<file path="config.mk">
export PLATFORM = sky130hd
export DESIGN_NAME = dedup_set_store
export DESIGN_NICKNAME = d
export VERILOG_FILES = /design/src/rtl/dss_pkg.sv /design/src/rtl/dss_ram.sv /design/src/rtl/dedup_set_store.sv
export VERILOG_INCLUDE_DIRS = /design/src /design/src/rtl
export SDC_FILE = /design/constraint.sdc
export NUM_CORES = 1
export LEC_CHECK = 0
export BUFFER_PORTS_ARGS = -buffer_cell sky130_fd_sc_hd__clkbuf_2
export CORE_AREA = 2 2 227 229
export DETAILED_ROUTE_END_ITERATION = 16
export DIE_AREA = 0 0 229 231
export GPL_TIMING_DRIVEN = 0
export PLACE_DENSITY_LB_ADDON = 0.05
export SLEW_MARGIN = 15
export SYNTH_ARGS = -nofsm -noshare
export SYNTH_HDL_FRONTEND = slang
export SYNTH_SLANG_ARGS = --single-unit
</file>
<file path="constraint.sdc">
create_clock -name clk -period 5.2 [get_ports clk]
set_input_delay 1.04 -clock clk [delete_from_list [all_inputs] [get_ports clk]]
set_output_delay 1.04 -clock clk [all_outputs]
set_load 0.01 [all_outputs]
</file>
<file path="src/rtl/dedup_set_store_defines.svh">
// Assertion macros shared by the set store RTL.
// Depends on nothing; users supply clk and arst_n in the including scope.
`ifndef DEDUP_SET_STORE_DEFINES_SVH
`define DEDUP_SET_STORE_DEFINES_SVH

// Same-cycle implication, disabled while reset is asserted.
`define DSS_ASSERT_NOW(lbl, ante, cons) \
	lbl: assert property (@(posedge clk) disable iff (!arst_n) (ante) |-> (cons)) \
		else $error("dedup_set_store: check failed");

// Next-cycle implication, disabled while reset is asserted.
`define DSS_ASSERT_NEXT(lbl, ante, cons) \
	lbl: assert property (@(posedge clk) disable iff (!arst_n) (ante) |=> (cons)) \
		else $error("dedup_set_store: check failed");

`endif

</file>
<file path="src/rtl/dss_pkg.sv">
// Shared types and codes for the deduplicating set store.
// No dependencies; imported by dedup_set_store and tb_dedup_set_store.
`timescale 1ns / 1ps

package dss_pkg;

	localparam int SET_CAPACITY_DEF = 16;

	localparam logic [1:0] KIND_INSERT = 2'd0;
	localparam logic [1:0] KIND_DELETE = 2'd1;
	localparam logic [1:0] KIND_READ   = 2'd2;

	localparam logic [2:0] STATUS_DONE    = 3'd0;
	localparam logic [2:0] STATUS_PRESENT = 3'd1;
	localparam logic [2:0] STATUS_ABSENT  = 3'd2;
	localparam logic [2:0] STATUS_FULL    = 3'd3;
	localparam logic [2:0] STATUS_RANGE   = 3'd4;

	typedef struct packed {
		logic [1:0]         kind;
		logic signed [31:0] value;
		logic [3:0]         index;
	} req_word_t;

	typedef struct packed {
		logic [2:0]         status;
		logic [4:0]         element_count;
		logic signed [31:0] element;
	} rsp_word_t;

	typedef enum logic [2:0] {
		ST_IDLE,
		ST_DISPATCH,
		ST_SCAN,
		ST_RESOLVE,
		ST_SHIFT,
		ST_POP,
		ST_RDATA,
		ST_FINISH
	} state_t;

endpackage

</file>
<file path="src/rtl/dss_ram.sv">
// Generic single-write, single-read RAM with a registered read port.
// No dependencies; used by dedup_set_store for the entry array.
`timescale 1ns / 1ps

module dss_ram #(
	parameter int WIDTH = 32,
	parameter int DEPTH = 16
) (
	input  logic                             clk,
	input  logic                             we,
	input  logic [$clog2(DEPTH)-1:0]         waddr,
	input  logic [WIDTH-1:0]                 wdata,
	input  logic [$clog2(DEPTH)-1:0]         raddr,
	output logic [WIDTH-1:0]                 rdata
);

	logic [WIDTH-1:0] mem_q [DEPTH];

	always_ff @(posedge clk) begin
		if (we) begin
			mem_q[waddr] <= wdata;
		end
		rdata <= mem_q[raddr];
	end

endmodule

</file>
<file path="src/rtl/dedup_set_store.sv">
// Top level of the deduplicating set store: sequencer, count and result register.
// Depends on dss_pkg, dss_ram and dedup_set_store_defines.svh.
`timescale 1ns / 1ps
//
// Usage:
// A request word (kind, value, index) is taken on req when req_valid and
// req_ready are both high. Kind 0 appends value unless it is already stored or
// the store is full, kind 1 removes the first equal entry and closes the gap,
// kind 2 reads the entry at index. Exactly one response word (status,
// element_count, element) follows on rsp under the same valid/ready rule.
// Entries live in a single-port-read RAM, so the search walks the stored
// entries one per cycle and a delete moves the later entries down one per
// cycle. The block handles one word at a time: req_ready is high only
// between words. A finished response waits in the output register; the next
// request can be taken while it waits, but that request cannot finish until
// rsp is free. Reset empties the store (count zero) and drops any pending
// response; the RAM contents are not cleared, since only entries below the
// count are read.
//

module dedup_set_store
	import dss_pkg::*;
#(
	parameter int SET_CAPACITY = SET_CAPACITY_DEF
) (
	input  logic      clk,
	input  logic      arst_n,
	input  logic      req_valid,
	output logic      req_ready,
	input  req_word_t req,
	output logic      rsp_valid,
	input  logic      rsp_ready,
	output rsp_word_t rsp
);

	`include "dedup_set_store_defines.svh"

	localparam int AW = $clog2(SET_CAPACITY);
	localparam int CW = $clog2(SET_CAPACITY + 1);
	localparam int IW = (CW > 4) ? CW : 4;

	state_t            state_q, state_d;
	req_word_t         item_q;
	logic [CW-1:0]     count_q, count_d;
	logic [CW-1:0]     ptr_q, ptr_d;
	logic [2:0]        status_q, status_d;
	logic signed [31:0] elem_q, elem_d;
	logic              rsp_valid_q;
	rsp_word_t         rsp_q;

	logic              ram_we;
	logic [AW-1:0]     ram_waddr;
	logic [31:0]       ram_wdata;
	logic [AW-1:0]     ram_raddr;
	logic [31:0]       ram_rdata;

	logic [CW:0]       ptr_p1, ptr_p2, count_x;
	logic              more1, more2, match, empty, full, idx_oor, rsp_load;

	dss_ram #(
		.WIDTH(32),
		.DEPTH(SET_CAPACITY)
	) u_ram (
		.clk  (clk),
		.we   (ram_we),
		.waddr(ram_waddr),
		.wdata(ram_wdata),
		.raddr(ram_raddr),
		.rdata(ram_rdata)
	);

	assign ptr_p1  = {1'b0, ptr_q} + (CW+1)'(1);
	assign ptr_p2  = {1'b0, ptr_q} + (CW+1)'(2);
	assign count_x = {1'b0, count_q};
	assign more1   = ptr_p1 < count_x;
	assign more2   = ptr_p2 < count_x;
	assign match   = ram_rdata == $unsigned(item_q.value);
	assign empty   = count_q == '0;
	assign full    = count_q == CW'(SET_CAPACITY);
	assign idx_oor = IW'(item_q.index) >= IW'(count_q);

	// Next state.
	always_comb begin
		state_d = state_q;
		unique case (state_q)
			ST_IDLE: begin
				if (req_valid) begin
					state_d = ST_DISPATCH;
				end
			end
			ST_DISPATCH: begin
				unique case (item_q.kind)
					KIND_INSERT, KIND_DELETE: state_d = empty ? ST_RESOLVE : ST_SCAN;
					KIND_READ:                state_d = idx_oor ? ST_FINISH : ST_RDATA;
					default:                  state_d = ST_FINISH;
				endcase
			end
			ST_SCAN: begin
				if (match) begin
					if (item_q.kind == KIND_INSERT) begin
						state_d = ST_FINISH;
					end else begin
						state_d = more1 ? ST_SHIFT : ST_POP;
					end
				end else begin
					state_d = more1 ? ST_SCAN : ST_RESOLVE;
				end
			end
			ST_RESOLVE: state_d = ST_FINISH;
			ST_SHIFT:   state_d = more2 ? ST_SHIFT : ST_POP;
			ST_POP:     state_d = ST_FINISH;
			ST_RDATA:   state_d = ST_FINISH;
			ST_FINISH: begin
				if (rsp_load) begin
					state_d = ST_IDLE;
				end
			end
			default:    state_d = ST_IDLE;
		endcase
	end

	// Datapath controls and next values.
	always_comb begin
		req_ready = 1'b0;
		ram_we    = 1'b0;
		ram_waddr = AW'(ptr_q);
		ram_wdata = ram_rdata;
		ram_raddr = AW'(ptr_p1);
		ptr_d     = ptr_q;
		count_d   = count_q;
		status_d  = status_q;
		elem_d    = elem_q;
		rsp_load  = 1'b0;
		unique case (state_q)
			ST_IDLE: begin
				req_ready = 1'b1;
			end
			ST_DISPATCH: begin
				ptr_d    = '0;
				status_d = STATUS_DONE;
				elem_d   = '0;
				if (item_q.kind == KIND_READ) begin
					ram_raddr = AW'(item_q.index);
					if (idx_oor) begin
						status_d = STATUS_RANGE;
					end
				end else begin
					ram_raddr = '0;
				end
			end
			ST_SCAN: begin
				// Compare the word read last cycle while fetching the next one.
				if (match) begin
					if (item_q.kind == KIND_INSERT) begin
						status_d = STATUS_PRESENT;
					end
				end else if (more1) begin
					ptr_d = CW'(ptr_p1);
				end
			end
			ST_RESOLVE: begin
				if (item_q.kind == KIND_INSERT) begin
					if (full) begin
						status_d = STATUS_FULL;
					end else begin
						ram_we    = 1'b1;
						ram_waddr = AW'(count_q);
						ram_wdata = $unsigned(item_q.value);
						count_d   = count_q + CW'(1);
					end
				end else begin
					status_d = STATUS_ABSENT;
				end
			end
			ST_SHIFT: begin
				// The entry after ptr arrived this cycle; move it down one place.
				ram_we    = 1'b1;
				ram_waddr = AW'(ptr_q);
				ram_raddr = AW'(ptr_p2);
				ptr_d     = CW'(ptr_p1);
			end
			ST_POP: begin
				count_d = count_q - CW'(1);
			end
			ST_RDATA: begin
				elem_d = $signed(ram_rdata);
			end
			ST_FINISH: begin
				rsp_load = !rsp_valid_q || rsp_ready;
			end
			default: begin
				ptr_d = ptr_q;
			end
		endcase
	end

	always_ff @(posedge clk or negedge arst_n) begin
		if (!arst_n) begin
			state_q     <= ST_IDLE;
			count_q     <= '0;
			ptr_q       <= '0;
			rsp_valid_q <= 1'b0;
		end else begin
			state_q <= state_d;
			count_q <= count_d;
			ptr_q   <= ptr_d;
			if (rsp_load) begin
				rsp_valid_q <= 1'b1;
			end else if (rsp_ready) begin
				rsp_valid_q <= 1'b0;
			end
		end
	end

	always_ff @(posedge clk) begin
		status_q <= status_d;
		elem_q   <= elem_d;
		if (req_valid && req_ready) begin
			item_q <= req;
		end
		if (rsp_load) begin
			rsp_q.status        <= status_q;
			rsp_q.element_count <= 5'(count_q);
			rsp_q.element       <= elem_q;
		end
	end

	assign rsp_valid = rsp_valid_q;
	assign rsp       = rsp_q;

	`DSS_ASSERT_NOW(a_count_cap, 1'b1, count_q <= CW'(SET_CAPACITY))
	`DSS_ASSERT_NEXT(a_accept_dispatch, req_valid && req_ready, state_q == ST_DISPATCH)
	`DSS_ASSERT_NEXT(a_count_step, 1'b1, count_q == $past(count_q) || count_q == $past(count_q) + CW'(1) || count_q == $past(count_q) - CW'(1))
	`DSS_ASSERT_NOW(a_rsp_source, $rose(rsp_valid_q), $past(state_q) == ST_FINISH)

endmodule

</file>
# After elaboration in Yosys (flattened, before gate mapping)
# Memory sizes are Yosys's and may differ from the RTL's. A register that Yosys moved wholly into a read port is not among the register bits.
# Index checks and enable logic that the tools add are counted.
# word_totals
register_bits,127
mem_bits_rw,512
out_inout_bits,42
memories,1
# op_classes
n_addsub,4
n_lt_le_gt_ge,3
eq_ne,20
muxes,42
reduce_logical,17
# mem_list
memory,depth,width,rd,rd_clocked_by_memory_dff,write_ports,line,rtl
u_ram.mem_q,16,32,1,1,1,dss_ram.sv:17,logic [WIDTH-1:0] mem_q [DEPTH];
# op_table
cell,count
2-to-1 mux 32 bit,3
case mux 32 bit (2 select lines),1
== test 32 bit,1
2-to-1 mux 3 bit,9
2-to-1 mux 5 bit,4
case mux 3 bit (6 select lines),1
2-to-1 mux 4 bit,4
"!= test 2 bit, second input constant",8
case mux 5 bit (3 select lines),1
2-to-1 mux 1 bit,13
"== test 3 bit, second input constant",4
less-than comparator 6 x 5 -> 1 bit,2
case mux 5 bit (2 select lines),1
case mux 3 bit (3 select lines),1
case mux 4 bit (2 select lines),1
"adder 5 x 1 -> 6 bit, second input constant",1
"adder 5 x 2 -> 6 bit, second input constant",1
"== test 3 x 2 -> 1 bit, second input constant",2
case mux 3 bit (2 select lines),1
AND reduction 3 bit,2
nonzero test 2 bit,3
nonzero test 3 bit,2
"adder 5 x 1 -> 5 bit, second input constant",1
"== test 5 bit, second input constant",1
other kinds (18),18

# Logic depth before layout (Yosys ltp)
# logic_depth
depth_word,6
ltp_mapped,12
depth_no_buf,10

# Modules after synthesis
# From an unflattened synthesis, not the netlist that was laid out.
# hier_totals
hier_cells,1285
area_unflattened_um2,25972.4
# by_module_without_submodules
module,n_inst,cells_per_inst,area_each_um2,seq_area_each_um2
dss_ram,1,838,19835.3,16015.4
dedup_set_store,1,447,6137.1,3743.6

# Worst setup path before layout
# No wires, ideal clock.
# synth_timing
kind,reg-to-reg
from,reg state_q[1]
to,"reg elem_q[0], enable pin"
setup_ns,0.466
t_arrival_ns,3.180
path_slack_ns,1.554
stages_incl_launch_ff,5
path_buffers,2
synth_period_minus_slack_ns,3.646
cell_sequence,dfrtp_1 -> buf_6 -> clkbuf_1 -> nand2_1 -> o21ai_0
# synth_via
elab_chain_len,2
word_cells_on_any_way,3
classes_between,2 x eq/ne; 1 x reduce/logical
# synth_lines
element,line,rtl
start: declaration,dedup_set_store.sv:42,"state_t state_q, state_d;"
start signal: assignment,dedup_set_store.sv:204,state_q <= state_d;
== test 3 x 1 -> 1 bit / == test 3 bit (equally long branches),dedup_set_store.sv:134,unique case (state_q)
nonzero test 2 bit (no source line) *,--,
end signal: assignment,dedup_set_store.sv:217,elem_q <= elem_d;
end: declaration,dedup_set_store.sv:47,"logic signed [31:0] elem_q, elem_d;"
# Every way passes the cells marked *; elsewhere a longest branch is shown, timed or not.
# A chain may end at the register's enable or synchronous reset.

# Worst setup path in the final report
# layout_timing
from,reg ptr_q[1]
to,reg u_ram.rdata[0] (read register of u_ram.mem_q)
# layout_via
elab_chain_len,2
word_cells_on_any_way,3
classes_between,2 x add/sub; 1 x mux
# layout_lines
element,line,rtl
start: declaration,dedup_set_store.sv:45,"logic [CW-1:0] ptr_q, ptr_d;"
start signal: assignment,dedup_set_store.sv:206,ptr_q <= ptr_d;
adder 5 x 1 -> 6 bit / adder 5 x 2 -> 6 bit (equally long branches),"dedup_set_store.sv:72, dedup_set_store.sv:73",
case mux 4 bit (2 select lines) *,dedup_set_store.sv:134,
end: declaration,dss_ram.sv:14,output logic [WIDTH-1:0] rdata
# Marked as above.

==> impl_metrics.ini <==
[status]
status = finished clean

[synthesis]
async_reset_ff_frac = 0.0209
synth.area.mux_share = 0.0497
yosys.area_share.simple = 0.0880
yosysSeqAreaShare = 0.721
syn_nets = 1790
synth_top_family_by_area = compound AO/OA/AOI/OAI gates
synth_compound_area_frac = 0.0920
synthAdderAreaFrac = 0.00850
synth.distinct_cells = 69
syn_inst = 1730
synth_area_per_cell_um2 = 15.8
synth_ff_type = edfxtp_1
synth-seq-cells = 671
synth_edf_count = 625
syn_area_mm2 = 0.0274
yosys.area_share.xor_xnor = 0.0138
synth-warning-count = 0

[die]
fp.dieH_um = 231
die_w_um = 229
rows = 83
initial_core_util = 0.540
io_pins = 84
coreArea_mm2 = 0.0507
dieArea_mm2 = 0.0529

[placed_design]
dp_hpwl_mm = 53.9
io_buffers = 83
place_area_mm2 = 0.0293
gp_congestion = 0.853
place_ws_ns = 1.01

[grt]
grt_overflow = 0
grt_max_degree = 33
grt_util_all_layers = 0.303
grt_pass1_wl_mm = 115
grt_pass1_vias = 16687
grt_antenna_before_repair = 3

[worst_setup_path]
arrival_ns = 5.08
worstSetupPathType = reg -> reg
critPathMaxFanout = 10
cp.required_ns = 5.76
start_kind = register
crit_path_end_kind = register

[drt]
dr.pass1.iters = 5
drc_errors = 0
routed_wl_mm = 80.5
ant_nets = 0
routed-via-count = 17277
drtIter0Drc = 2045
viasPerCell = 6.53
post_drt_wl_per_cell_um = 30.4

[power]
cellPowerDensity_mw_per_mm2 = 616
leakage_uw = 0.0107
max-vdd-ir-drop_v = 0.000285

[clocking]
ctsResizeCount = 0
cts.sinks = 671
postCtsSetupBuffers = 0
hold_buffers = 0
clockBufferDepth = 3
cts_tree = done
clkLatencyLatePin_ns = 0.63
clkTransAtPathRegs_ns = 0.06
numCtsBuffers = 70
htree_levels = 3
root_buffer = clkbuf_16

[cells_and_area]
design_area_mm2 = 0.0316
area_growth_pct = 15.2
nFillCells = 3841
nets = 1968
layout-drive-gt1-share = 0.180

[timing]
fin_ws_ns = 0.673
setup_viol = 0
final_max_slew_viol_count = 0
holdWs_ns = 0.334
finClkSkew_ns = 0.0241
rsz0062_at_grt = no
period_share = 0.871
period_needed_ns = 4.53
slew_headroom = 0.104
fmax_ghz = 0.221
hold_viol = 0
tightest_slew_ns = 1.34

[flow_run]
max_cap_viol_count = 0

[hold_path]
worstHoldPathType = in -> async
==> report_power, final <==
part           switching [uW]  internal [uW]
logic                    4800           2120
clock network            2030           2820
registers                 363           7300
==> critical path: stages, from the launching register on <==
cell and delay, ns:
dfrtp_1 0.49, ha_1 0.32, xor2_1 0.22, a22o_1 0.31
a21boi_2 0.68, clkbuf_1 0.83, a2111oi_0 0.22, a2111oi_0 1.05
mux2_2 0.33
==> layout make-up <==
type / count / area (um2) / share of cell area
inverters: 14 / 52.6 / 0.00167
clock buffers: 108 / 2050 / 0.0650
plain buffers: 143 / 677 / 0.0215
clock inverters: 19 / 160 / 0.00508
well taps: 680 / 851 / 0.0270
diodes: 4 / 10.0 / 0.000317
flip-flops and latches: 671 / 19800 / 0.626
repair buffers: 106 / 926 / 0.0293
multi-input cells: 902 / 7070 / 0.224
==> sequential cells by signal, indices dropped and copies added (netlist names) <==
name         flops
item_q          38
state_q          3
u_ram.rdata     32
rsp             40
status_q         3
count_q          5
elem_q          32
ptr_q            5
rsp_valid        1
u_ram.mem_q    512
==> metrics by stage <==
stage	power (uW)	utilization	TNS, ns	instances
finish	19400	0.623	0	2647
CTS	19300	0.622	0	2643
floorplan	11500	-	0	1730
global placement	14200	0.565	-224.03	2493
detailed placement	14400	0.579	0	2516
global route	20100	0.622	0	2643
==> synth_stat cells (5+ instances only) <==
library cell	number	area [um2]
buf_6	9	101
o21ai_0	80	400
nor3_1	5	25.0
nand4_1	9	56.3
buf_2	21	105
xnor2_1	39	342
nand2_1	13	48.8
nand3_1	71	355
nor2_1	31	116
mux2_2	64	721
and3_1	129	807
a21oi_1	10	50.1
clkbuf_1	94	353
mux2i_1	64	641
a2111oi_0	192	1680
a31oi_1	6	37.5
edfxtp_1	625	18800
dfrtp_1	14	350
buf_4	6	45.0
a21o_1	8	60.1
ha_1	17	213
nand2b_1	6	37.5
dfxtp_1	32	641
clkbuf_2	7	35.0
inv_1	14	52.6
and2_1	35	219
and4_1	64	561
==> final timing paths <==
kind	slack [ns]	start	to	depth (start not counted)
worst max-delay path	0.67	ptr_q[1]	u_ram.rdata[0]	8
worst min-delay path	0.33	arst_n	ptr_q[4]	1
worst max register to register	0.67	ptr_q[1]	u_ram.rdata[0]	8
worst min register to register	0.41	elem_q[8]	rsp[8]	0
max in group asynchronous	4.57	arst_n	count_q[3]	1
min in group clk	0.41	elem_q[8]	rsp[8]	0
==> layout by cell type, fill, tap and decap left out, types with 14 or more instances in the layout <==
cell         n
and4_1      64
edfxtp_1   625
and3_1     129
clkbuf_16   74
mux2i_1     64
buf_2       21
dfxtp_1     32
nor2_1      14
o21ai_0     79
clkbuf_1   121
a2111oi_0  188
nand3_1     71
ha_1        17
dfrtp_1     14
clkbuf_2    90
nor2_4      18
mux2_2      64
xnor2_1     39
inv_1       14
and2_1      34
==> kinds of logic (layout without fill, tap and decap cells) <==
group                    count (synthesis)  count (layout)
AO/OA/AOI/OAI                          327             327
XOR/XNOR                                43              43
adder cells (fa/ha/maj)                 18              18
buffers and inverters                  157             390
flip-flops                             671             671
multiplexers                           128             128
other                                    0               4
AND/OR/NAND/NOR                        386             386
==> metal layers <==
layer / share of wire / wire [um] / up-vias / track usage
li1: - / - / 7424 / -
met1: 0.40 / 32500 / 8679 / 0.412
met2: 0.46 / 36700 / 984 / 0.474
met3: 0.11 / 8780 / 190 / 0.0862
met4: 0.031 / 2470 / 0 / 0.102
met5: 0 / 0 / - / 0.00643
Power figures use the tool's default switching activity.
